`src/rtl/plfr_pkg.sv`:
```
`timescale 1ns / 1ps
`default_nettype none

package plfr_pkg;

    localparam int BUFFER_DEPTH_DEF = 128;
    localparam int BYTE_W           = 8;
    localparam int CNT_W            = 9;
    localparam int IDX_W            = 7;
    localparam int EV_W             = 3;

    localparam logic [BYTE_W-1:0] PREAMBLE_BYTE  = 8'hFE;
    localparam logic [BYTE_W-1:0] POSTAMBLE_BYTE = 8'hFD;
    localparam logic [CNT_W-1:0]  COUNTER_MAX    = 9'd511;

    typedef enum logic [EV_W-1:0] {
        EV_IGNORED  = 3'd0,
        EV_HUNT     = 3'd1,
        EV_PREAMBLE = 3'd2,
        EV_COMMAND  = 3'd3,
        EV_LENGTH   = 3'd4,
        EV_PAYLOAD  = 3'd5,
        EV_DROPPED  = 3'd6,
        EV_COMPLETE = 3'd7
    } t_event;

    // one byte handed to the deframer core
    typedef struct packed {
        logic              fire;
        logic              enable;
        logic [BYTE_W-1:0] rx_byte;
    } t_step_req;

    // what the core reports for that byte
    typedef struct packed {
        logic              frame_ready;
        logic [BYTE_W-1:0] frame_length;
        logic [BYTE_W-1:0] frame_command;
        logic [IDX_W-1:0]  payload_index;
        logic [BYTE_W-1:0] payload_byte;
        t_event            event_res;
    } t_step_res;

endpackage

`default_nettype wire

```
`src/rtl/plfr_core.sv`:
```
`timescale 1ns / 1ps
`default_nettype none

module plfr_core
    import plfr_pkg::*;
#(
    parameter int BUFFER_DEPTH = BUFFER_DEPTH_DEF
) (
    input  wire logic      i_clk,
    input  wire logic      i_rst_n,
    input  wire t_step_req i_req,
    output t_step_res      o_res
);

    localparam int POS_W = $clog2(BUFFER_DEPTH + 1);
    localparam logic [POS_W-1:0] POS_DEPTH = POS_W'(BUFFER_DEPTH);

    logic              r_in_frame,  n_in_frame;
    logic              r_ready,     n_ready;
    logic [CNT_W-1:0]  r_cnt,       n_cnt;
    logic [BYTE_W-1:0] r_len,       n_len;
    logic [BYTE_W-1:0] r_cmd,       n_cmd;
    logic [POS_W-1:0]  r_pos,       n_pos;
    logic [BYTE_W-1:0] r_prev,      n_prev;

    t_event            ev;
    logic [BYTE_W-1:0] pbyte;
    logic [IDX_W-1:0]  pidx;
    logic [8:0]        pos_ext;
    logic              end_hit;

    assign pos_ext = 9'(r_pos);
    // postamble counts: command + length + len payload bytes already taken
    assign end_hit = (i_req.rx_byte == POSTAMBLE_BYTE) && (r_cnt >= CNT_W'(2))
                     && (r_cnt == (CNT_W'(r_len) + CNT_W'(2)));

    always_comb begin
        n_in_frame = r_in_frame;
        n_ready    = r_ready;
        n_cnt      = r_cnt;
        n_len      = r_len;
        n_cmd      = r_cmd;
        n_pos      = r_pos;
        n_prev     = r_prev;
        ev         = EV_IGNORED;
        pbyte      = '0;
        pidx       = '0;
        if (i_req.enable) begin
            if (r_in_frame) begin
                if (end_hit) begin
                    n_pos      = '0;
                    n_ready    = 1'b1;
                    n_in_frame = 1'b0;
                    ev         = EV_COMPLETE;
                end else begin
                    if (r_cnt == CNT_W'(0)) begin
                        n_cmd = i_req.rx_byte;
                        ev    = EV_COMMAND;
                    end else if (r_cnt == CNT_W'(1)) begin
                        n_len = r_len + i_req.rx_byte;
                        ev    = EV_LENGTH;
                    end else if (r_pos < POS_DEPTH) begin
                        pbyte = i_req.rx_byte;
                        pidx  = pos_ext[IDX_W-1:0];
                        n_pos = r_pos + POS_W'(1);
                        ev    = EV_PAYLOAD;
                    end else begin
                        ev = EV_DROPPED;
                    end
                    if (r_cnt != COUNTER_MAX) begin
                        n_cnt = r_cnt + CNT_W'(1);
                    end
                end
            end else if ((r_pos != '0) && (i_req.rx_byte == PREAMBLE_BYTE)
                         && (r_prev == PREAMBLE_BYTE)) begin
                n_pos      = '0;
                n_ready    = 1'b0;
                n_in_frame = 1'b1;
                n_cnt      = '0;
                n_len      = '0;
                ev         = EV_PREAMBLE;
            end else begin
                // hunting window wraps to empty when full
                if (r_pos >= POS_DEPTH) begin
                    n_pos = '0;
                end else begin
                    n_prev = i_req.rx_byte;
                    n_pos  = r_pos + POS_W'(1);
                end
                ev = EV_HUNT;
            end
        end
    end

    always_ff @(posedge i_clk) begin
        if (!i_rst_n) begin
            r_in_frame <= 1'b0;
            r_ready    <= 1'b0;
            r_cnt      <= '0;
            r_len      <= '0;
            r_cmd      <= '0;
            r_pos      <= '0;
            r_prev     <= '0;
        end else if (i_req.fire) begin
            r_in_frame <= n_in_frame;
            r_ready    <= n_ready;
            r_cnt      <= n_cnt;
            r_len      <= n_len;
            r_cmd      <= n_cmd;
            r_pos      <= n_pos;
            r_prev     <= n_prev;
        end
    end

    always_comb begin
        o_res.event_res     = ev;
        o_res.payload_byte  = pbyte;
        o_res.payload_index = pidx;
        o_res.frame_command = n_cmd;
        o_res.frame_length  = n_len;
        o_res.frame_ready   = n_ready;
    end

endmodule

`default_nettype wire

```
`src/rtl/preamble_length_frame_receiver_unit.sv`:
```
`timescale 1ns / 1ps
`default_nettype none

// Deframer for a received serial byte stream of the form
// FE FE CMD LEN DATA[0..LEN-1] FD. Each request on the slave side carries one
// received byte; each byte produces exactly one result on the master side,
// whose tuser tells what happened to it (ignored, hunt, preamble, command,
// length, payload, payload dropped, frame complete) and whose tdata carries
// the payload byte with its buffer index plus the current command, length
// and frame-ready flag. A byte goes through an input register, then one pass
// of decode logic that updates the frame state and fills the output
// register; that step waits while a stalled result holds the output register,
// and a new byte is taken every cycle as long as the master side keeps up.
// Payload bytes past BUFFER_DEPTH are reported as dropped, never stored.
// receive_enable (reset 1): the user must write it through the cfg channel while
// the block is idle (the block does not enforce this). Low, it makes every byte ignored.

module preamble_length_frame_receiver_unit
    import plfr_pkg::*;
#(
    parameter int BUFFER_DEPTH = BUFFER_DEPTH_DEF
) (
    input  wire logic        i_clk,
    input  wire logic        i_rst_n,
    // config write channel: receive_enable
    input  wire logic        i_cfg_valid,
    output logic             o_cfg_ready,
    input  wire logic        i_cfg_data,
    // slave side
    input  wire logic        s_axis_tvalid,
    output logic             s_axis_tready,
    input  wire logic [7:0]  s_axis_tdata,   // [7:0] rx_byte
    // master side
    output logic             m_axis_tvalid,
    input  wire logic        m_axis_tready,
    output logic [31:0]      m_axis_tdata,   // [7:0] payload_byte, [14:8] payload_index,
                                             // [22:15] frame_command,
                                             // [30:23] frame_length, [31] frame_ready
    output logic [2:0]       m_axis_tuser    // [2:0] event_res
);

    logic              r_rx_en;
    logic              r_in_valid;
    logic [BYTE_W-1:0] r_in_byte;
    logic              r_out_valid;
    t_step_res         r_out;
    logic              out_free;
    logic              step_fire;
    t_step_req         step_req;
    t_step_res         step_res;

    assign o_cfg_ready = 1'b1;

    always_ff @(posedge i_clk) begin
        if (!i_rst_n) begin
            r_rx_en <= 1'b1;
        end else if (i_cfg_valid) begin
            r_rx_en <= i_cfg_data;
        end
    end

    // output register frees up when empty or being taken this cycle
    assign out_free      = !r_out_valid || m_axis_tready;
    assign step_fire     = r_in_valid && out_free;
    assign s_axis_tready = !r_in_valid || out_free;

    always_ff @(posedge i_clk) begin
        if (!i_rst_n) begin
            r_in_valid <= 1'b0;
        end else if (s_axis_tready) begin
            r_in_valid <= s_axis_tvalid;
        end
    end

    always_ff @(posedge i_clk) begin
        if (s_axis_tready && s_axis_tvalid) begin
            r_in_byte <= s_axis_tdata;
        end
    end

    always_comb begin
        step_req.fire    = step_fire;
        step_req.enable  = r_rx_en;
        step_req.rx_byte = r_in_byte;
    end

    plfr_core #(
        .BUFFER_DEPTH(BUFFER_DEPTH)
    ) u_core (
        .i_clk   (i_clk),
        .i_rst_n (i_rst_n),
        .i_req   (step_req),
        .o_res   (step_res)
    );

    always_ff @(posedge i_clk) begin
        if (!i_rst_n) begin
            r_out_valid <= 1'b0;
        end else if (out_free) begin
            r_out_valid <= r_in_valid;
        end
    end

    always_ff @(posedge i_clk) begin
        if (step_fire) begin
            r_out <= step_res;
        end
    end

    assign m_axis_tvalid = r_out_valid;
    assign m_axis_tuser  = r_out.event_res;
    assign m_axis_tdata  = {r_out.frame_ready, r_out.frame_length, r_out.frame_command,
                            r_out.payload_index, r_out.payload_byte};

endmodule

`default_nettype wire

```
`config.mk`:
```
export PLATFORM = sky130hd
export DESIGN_NAME = preamble_length_frame_receiver_unit
export DESIGN_NICKNAME = d
export VERILOG_FILES = /design/src/rtl/plfr_pkg.sv /design/src/rtl/plfr_core.sv /design/src/rtl/preamble_length_frame_receiver_unit.sv
export SDC_FILE = /design/constraint.sdc
export NUM_CORES = 1
export LEC_CHECK = 0
export ABC_CLOCK_PERIOD_IN_PS = 3400
export BUFFER_PORTS_ARGS = -buffer_cell sky130_fd_sc_hd__clkbuf_2
export CORE_MARGIN = 2
export CORE_UTILIZATION = 50
export CTS_BUF_LIST = sky130_fd_sc_hd__clkbuf_2
export DETAILED_ROUTE_END_ITERATION = 8
export PLACE_DENSITY_LB_ADDON = 0.3
export REMOVE_ABC_BUFFERS = 1
export SKIP_LAST_GASP = 1
export SLEW_MARGIN = 10
export SYNTH_ARGS = -nofsm -noshare
export SYNTH_HDL_FRONTEND = slang
export SYNTH_SLANG_ARGS = --single-unit
```
`constraint.sdc`:
```
create_clock -name i_clk -period 3.4 [get_ports i_clk]
set_input_delay 1.02 -clock i_clk [delete_from_list [all_inputs] [get_ports i_clk]]
set_output_delay 1.02 -clock i_clk [all_outputs]
set_load 0.1 [all_outputs]
```
==> impl_metrics.ini, run 1 <==
[sta]
layout_min_cycle_time_ns = 3.180
rsz0062_at_grt = true
hold_violations = 0
fin_skew_ns = 0.04510
max_freq_mhz = 314.5
setup_viol = 0
post-route-period-util_pct = 93.52
slew_viol_final = 0
slew_headroom_pct = 50.60
max_slew.worst_pin.slew_ns = 0.7399
setup_ws_ns = 0.2202

[clock_tree]
clockRootBuffer = clkbuf_2
clk_latency_ns = 0.58
cts_num_sinks = 89
h-tree-depth = 3
cts.path.max_buffers = 2
cts_buffers = 9
cts_setup_buffers = 0
clk_pin_slew_ns = 0.27
cts_hold_buf = 0
ctsResizeCount = 0
cts_tree = built

[grt]
antenna_found_initial = 0
grt-ovfl-total = 0
grt_max_degree = 34
grt_first_pass_wirelength_um = 16550
grt_pass1_vias = 3358
grtUsageTotal_pct = 20.85

[floorplanning]
dieHeight_um = 100.6
ioPinCount = 52
rows = 35
start_util_pct = 50.95
die_w_um = 100.6
core_region_area_mm2 = 0.009153
dieArea_mm2 = 0.01012

[routing]
wire_per_inst_um = 16.22
via_count = 3533
finalWirelength_um = 10010
via_per_inst = 5.726
dr.pass1.iters = 5
first_iter_violations = 185
drcViolationCount = 0
antenna_left = 0

[setup_path]
crit_type = register to register
worstPathRequired_ns = 3.76
crit_path_start = u_core.r_len[1]$_SDFFE_PN0P_
rrSetupSlack_ns = 0.22
worstPathMaxFanout = 18
crit_arrival_ns = 3.54
cp-start-kind = register
reg2reg_from = u_core.r_len[1]$_SDFFE_PN0P_
r2r_cells = 7
rr_endpoint = m_axis_tdata[16]$_DFFE_PP_
cp-end-kind = register

[min_path]
holdPathEnd = u_core.r_ready$_SDFFE_PN0P_
worstHoldStart = u_core.r_ready$_SDFFE_PN0P_
min_path_cells = 2
min_path_type = register to register

[synth]
synth_cell_types = 70
synthCells = 455
synth_ff_type = dfxtp_1
yosysWarningCount = 0
synth.avg_cell_area_um2 = 10.25
synth-seq-cells = 89
ys_seq_area_share_pct = 47.44
async_flop_share_pct = 0
syn_area_mm2 = 0.004663
synth_edf_count = 43

[power_and_ir_drop]
p_leak_nw = 1.871
p_per_area_mw_per_mm2 = 398.2
irDropWorstVdd_mv = 0.1995

[outcome]
status = completed

[finish]
fillCellCount = 797
multi_input_area_mm2 = 0.002221
drive_gt1_share_pct = 22.33
layout.area.seq_mm2 = 0.002212
area_growth_pct = 9.310
antenna_cells = 0
nNetsFinal = 531
final_core_utilization_pct = 55.69

[placement]
dp_slack_ns = 0.1854
gp_congestion = 0.9085
dpl.hpwl_um = 7064
io_buffers = 50

[flow_run]
maxCapViolCount = 0
[area by class of cell]
class                   instances  share of cell area [%]
flip-flops and latches         89                   43.40
well taps                     111                   2.725
multi-input cells             323                   43.57
clock inverters                 7                   1.718
clock buffers                   9                  0.8837
inverters                      18                   1.325
repair buffers                 60                   6.382
[sequential cells by signal, indices dropped and copies added (netlist names), 3 cells and up]
name	cells
u_core.r_cnt	9
m_axis_tuser	3
r_in_byte	8
u_core.r_prev	8
u_core.r_cmd	8
u_core.r_len	8
m_axis_tdata	32
u_core.r_pos	8
[routing by layer]
layer	vias up	track usage, %	share of wire, %
li1	1755	-	-
met1	1670	27.83	47
met2	99	34.74	48
met3	9	3.398	4.5
met4	0	6.744	1.0
met5	-	0	0
[critical path, cell delays in order, from the launching register on]
cell and delay, ns:
dfxtp_1 0.61, ha_1 0.38, or2b_1 0.27, o211ai_1 0.37, a211o_2 0.32, nand2_4 0.18
nor2_2 0.45, mux2_2 0.39
[layout by cell type (no fill, tap or decap), types with 10 or more instances in the layout]
| master | synthesis | routed |
|---|---|---|
| buf_4 | 4 | 10 |
| ha_1 | 15 | 15 |
| dfxtp_1 | 46 | 46 |
| and2_1 | 13 | 13 |
| mux2i_1 | 25 | 25 |
| edfxtp_1 | 43 | 43 |
| nand4_1 | 16 | 16 |
| nand2_1 | 24 | 24 |
| o21ai_0 | 17 | 17 |
| a21oi_1 | 20 | 20 |
| mux2_2 | 10 | 10 |
| nor2_1 | 47 | 47 |
| clkbuf_2 | 0 | 59 |
| nand3_1 | 26 | 26 |
| inv_1 | 18 | 17 |
[where the power goes]
group	leakage, nW	internal (mW)	switching, mW
clock network	0.0776	0.185	0.399
registers	0.764	1.16	0.0228
logic	1.03	0.0467	0.218
[worst max path at each step]
stage | end | slack (ns) | cells after the start
2_1_floorplan | u_core.r_prev[0]$_SDFFE_PN0P_ | -0.24 | 7
3_3_place_gp | m_axis_tdata[12]$_SDFFCE_PP0P_ | 0.40 | 7
3_5_place_dp | m_axis_tdata[3]$_SDFFCE_PP0P_ | 0.19 | 7
4_1_cts | m_axis_tdata[12]$_SDFFCE_PP0P_ | 0.10 | 7
5_1_grt | m_axis_tdata[16]$_DFFE_PP_ | -0.003 | 7
6_report | m_axis_tdata[16]$_DFFE_PP_ | 0.22 | 7
[synth_stat cells (4+ instances only)]
cell type	number	area (um^2)
nand3_1	26	130.1
ha_1	15	187.7
a21oi_1	20	100.1
buf_4	4	30.03
or2_2	6	37.54
nand2_1	24	90.09
nor2b_1	5	31.28
o311ai_0	4	35.03
o211ai_1	4	30.03
inv_1	18	67.56
nor3_1	10	50.05
mux2i_1	25	250.2
xor2_1	6	52.55
nand2b_1	4	25.02
nor4_1	6	37.54
mux2_2	10	112.6
nand4_1	16	100.1
edfxtp_1	43	1291
clkbuf_1	11	41.29
xnor2_1	6	52.55
nor2_1	47	176.4
o21ai_0	17	85.08
dfxtp_1	46	920.9
or3_1	7	43.79
and2_1	13	81.33
[cell families (layout without fill, tap and decap cells)]
group                    Yosys count  after routing  synth area share [%]
AND/OR/NAND/NOR                  181            181                 20.85
flip-flops                        89             89                 47.44
AO/OA/AOI/OAI                     78             78                 12.10
buffers and inverters             43             94                 5.044
multiplexers                      35             35                 7.781
adder cells (fa/ha/maj)           16             16                 4.454
XOR/XNOR                          12             12                 2.254
other                              1              1               0.08042
[through the flow]
step	cell area, um^2	instances	hold slack, ns	power (mW)	setup TNS, ns
floorplan	4496	430	0.4374	1.405	-2.116
global placement	4960	601	0.4526	1.464	0
detailed placement	4960	601	0.4605	1.467	0
CTS	5092	617	0.5110	2.045	0
global route	5097	617	0.5488	2.100	-0.002729
finish	5097	617	0.5034	2.030	0
Note: power is estimated with default switching activity, not from simulation.
==> run 2, diff against run 1 <==
Settings changed: CTS_CLUSTER_DIAMETER set to 30, SYNTH_HIERARCHICAL set to 1.
==> run 2 against run 1 <==
Final area fell by 2.2%. Area after synthesis fell by 3.6%. Fmax rose by 5.6%. Sequential power barely moved. Global-route usage rose by 0.063 points. Count of clock-buffer cells in the layout rose by 1. Synthesized cell count fell by 8.4%. Critical path type unchanged. Critical endpoint is now u_core/r_cnt[1]$_SDFFE_PN0P_. Largest cell class is now flip-flops and latches.
==> impl_metrics.ini, run 2 <==
[finish]
antenna_cells = 0
nNetsFinal = 502
largest_reg_flops = 32
drive_gt1_share_pct = 22.85
final_area_mm2 = 0.004987
final_core_utilization_pct = 57.19
layout_common_cells = clkbuf_2, dfxtp_1, edfxtp_1
fin_cells = 585
layout_commonest_cell = clkbuf_2
area_growth_pct = 10.97

[sta]
post-route-period-util_pct = 88.58
slew_viol_final = 0
max_freq_mhz = 332.0
finalSetupTns_ns = 0
fin_skew_ns = 0.04023
hold_violations = 0
setup_ws_ns = 0.3883
setup_viol = 0
rsz0062_at_grt = false
hold_ws_ns = 0.5121
slew_headroom_pct = 49.92
max_slew.worst_pin.slew_ns = 0.7513
layout_min_cycle_time_ns = 3.012

[synth]
synth.most_common_cell = dfxtp_1
yosys.area_share.xor_xnor_pct = 3.619
synthTopCellsByArea = edfxtp_1, dfxtp_1, ha_1
synth_ff_type = dfxtp_1
synth_top_family_by_area = simple AND/OR/NAND/NOR gates
syn_area_mm2 = 0.004494
synth_cell_types = 64
async_flop_share_pct = 0
synth-seq-cells = 89
synth_common_cells = dfxtp_1, edfxtp_1, nor2_1, nand2_1, inv_1
ys_seq_area_share_pct = 49.22
synth_compound_area_share_pct = 14.25
synth_top_area_share_pct = 28.73
yosysWarningCount = 6
synthMuxAreaShare_pct = 6.264
synth-adder-area-share_pct = 4.621
synth_edf_count = 43
synth.avg_cell_area_um2 = 10.78
synth-simple-area-share_pct = 18.62
yosysTopAreaCell = edfxtp_1
synthCells = 417

[setup_path]
path_cells = ha_1, nor2b_1, or3_1, a31o_2, or3_1, o211ai_2, mux2_2, nor2_1
critical_path.top_delay_family = simple AND/OR/NAND/NOR gates
crit_type = register to register
r2r_cells = 8
worstPathMaxFanout = 12
worst-path-stages = 8
crit_arrival_ns = 3.51
worstPathRequired_ns = 3.90
crit_path_top_delay_cell = dfxtp_1
critPathMaxStageDelay_ns = 0.59
worst-path-buf-inv = 0
cp-end-kind = register
cp_common_cell = or3_1
cp-start-kind = register

[routing]
dr.pass1.iters = 4
finalWirelength_um = 10010
drcViolationCount = 0
wire_per_inst_um = 17.11
first_iter_violations = 206
via_count = 3371
via_per_inst = 5.762
antenna_left = 0

[floorplanning]
rows = 34
die_w_um = 98.81
start_util_pct = 51.54
dieArea_mm2 = 0.009763
core_region_area_mm2 = 0.008721
ioPinCount = 52
dieHeight_um = 98.81

[grt]
grt_pass1_vias = 3325
grtUsageTotal_pct = 20.91
antenna_found_initial = 0
grt_max_degree = 30
grt-ovfl-total = 0
grt_first_pass_wirelength_um = 16320

[power_and_ir_drop]
irDropWorstVdd_mv = 0.2400
p_per_area_mw_per_mm2 = 385.1
p_leak_nw = 1.860
finalPower_mw = 1.921

[clock_tree]
cts_hold_buf = 0
cts_buffers = 9
clk_latency_ns = 0.56
clockRootBuffer = clkbuf_2
ctsResizeCount = 0
cts_setup_buffers = 0
cts.path.max_buffers = 2
h-tree-depth = 3
cts_num_sinks = 89
clk_pin_slew_ns = 0.27
cts_tree = built

[placement]
dp_slack_ns = 0.4177
dp_cells = 569
io_buffers = 50
gp_congestion = 0.8329
dpl_cell_area_mm2 = 0.004877
dpl.hpwl_um = 7159

[flow_run]
maxCapViolCount = 0

[min_path]
min_path_type = register to register
min_path_cells = 2

[outcome]
status = completed
## run 2: path summary, 6_finish.rpt
kind | startpoint | endpoint | slack [ns]
worst max-delay path | u_core/r_len[1]$_SDFFE_PN0P_ | u_core/r_cnt[1]$_SDFFE_PN0P_ | 0.39
worst min-delay path | u_core/r_ready$_SDFFE_PN0P_ | u_core/r_ready$_SDFFE_PN0P_ | 0.51
worst max register to register | u_core/r_len[1]$_SDFFE_PN0P_ | u_core/r_cnt[1]$_SDFFE_PN0P_ | 0.39
worst min register to register | u_core/r_ready$_SDFFE_PN0P_ | u_core/r_ready$_SDFFE_PN0P_ | 0.51
## run 2: final cells by class
type / count / area, um^2
fillers: 732 / 3734
flip-flops and latches: 89 / 2212
multi-input cells: 292 / 2141
repair buffers: 57 / 302.8
well taps: 108 / 135.1
inverters: 23 / 86.33
clock inverters: 6 / 60.06
clock buffers: 10 / 50.05
## run 2: where the power goes
group / total [mW] / switching [mW] / internal (mW)
registers: 1.18 / 0.0251 / 1.15
clock network: 0.524 / 0.408 / 0.116
logic: 0.218 / 0.177 / 0.0411
## run 2: worst register-to-register path: cells and delay by family (launching register included)
kind                     cells  cell delay (ns)
AO/OA/AOI/OAI                2             0.73
adder cells (fa/ha/maj)      1             0.33
AND/OR/NAND/NOR              4             0.96
flip-flops                   1             0.59
multiplexers                 1             0.39
## run 2: logic make-up after synthesis
kind of cell	Yosys count
simple gates	146
fa+ha+maj	16
compound gates	85
mux	27
flops	89
buf+inv	36
xor+xnor	17
other cells	1
## run 2: layer usage
metal | track usage [%] | routed length, um | share of wire, % | up-vias
met2 | 36.02 | 4975 | 50 | 96
met5 | 0 | 0 | 0 | -
met1 | 26.98 | 4322 | 43 | 1623
met4 | 5.585 | 78 | 0.78 | 0
li1 | - | - | - | 1644
met3 | 4.043 | 635 | 6.3 | 8
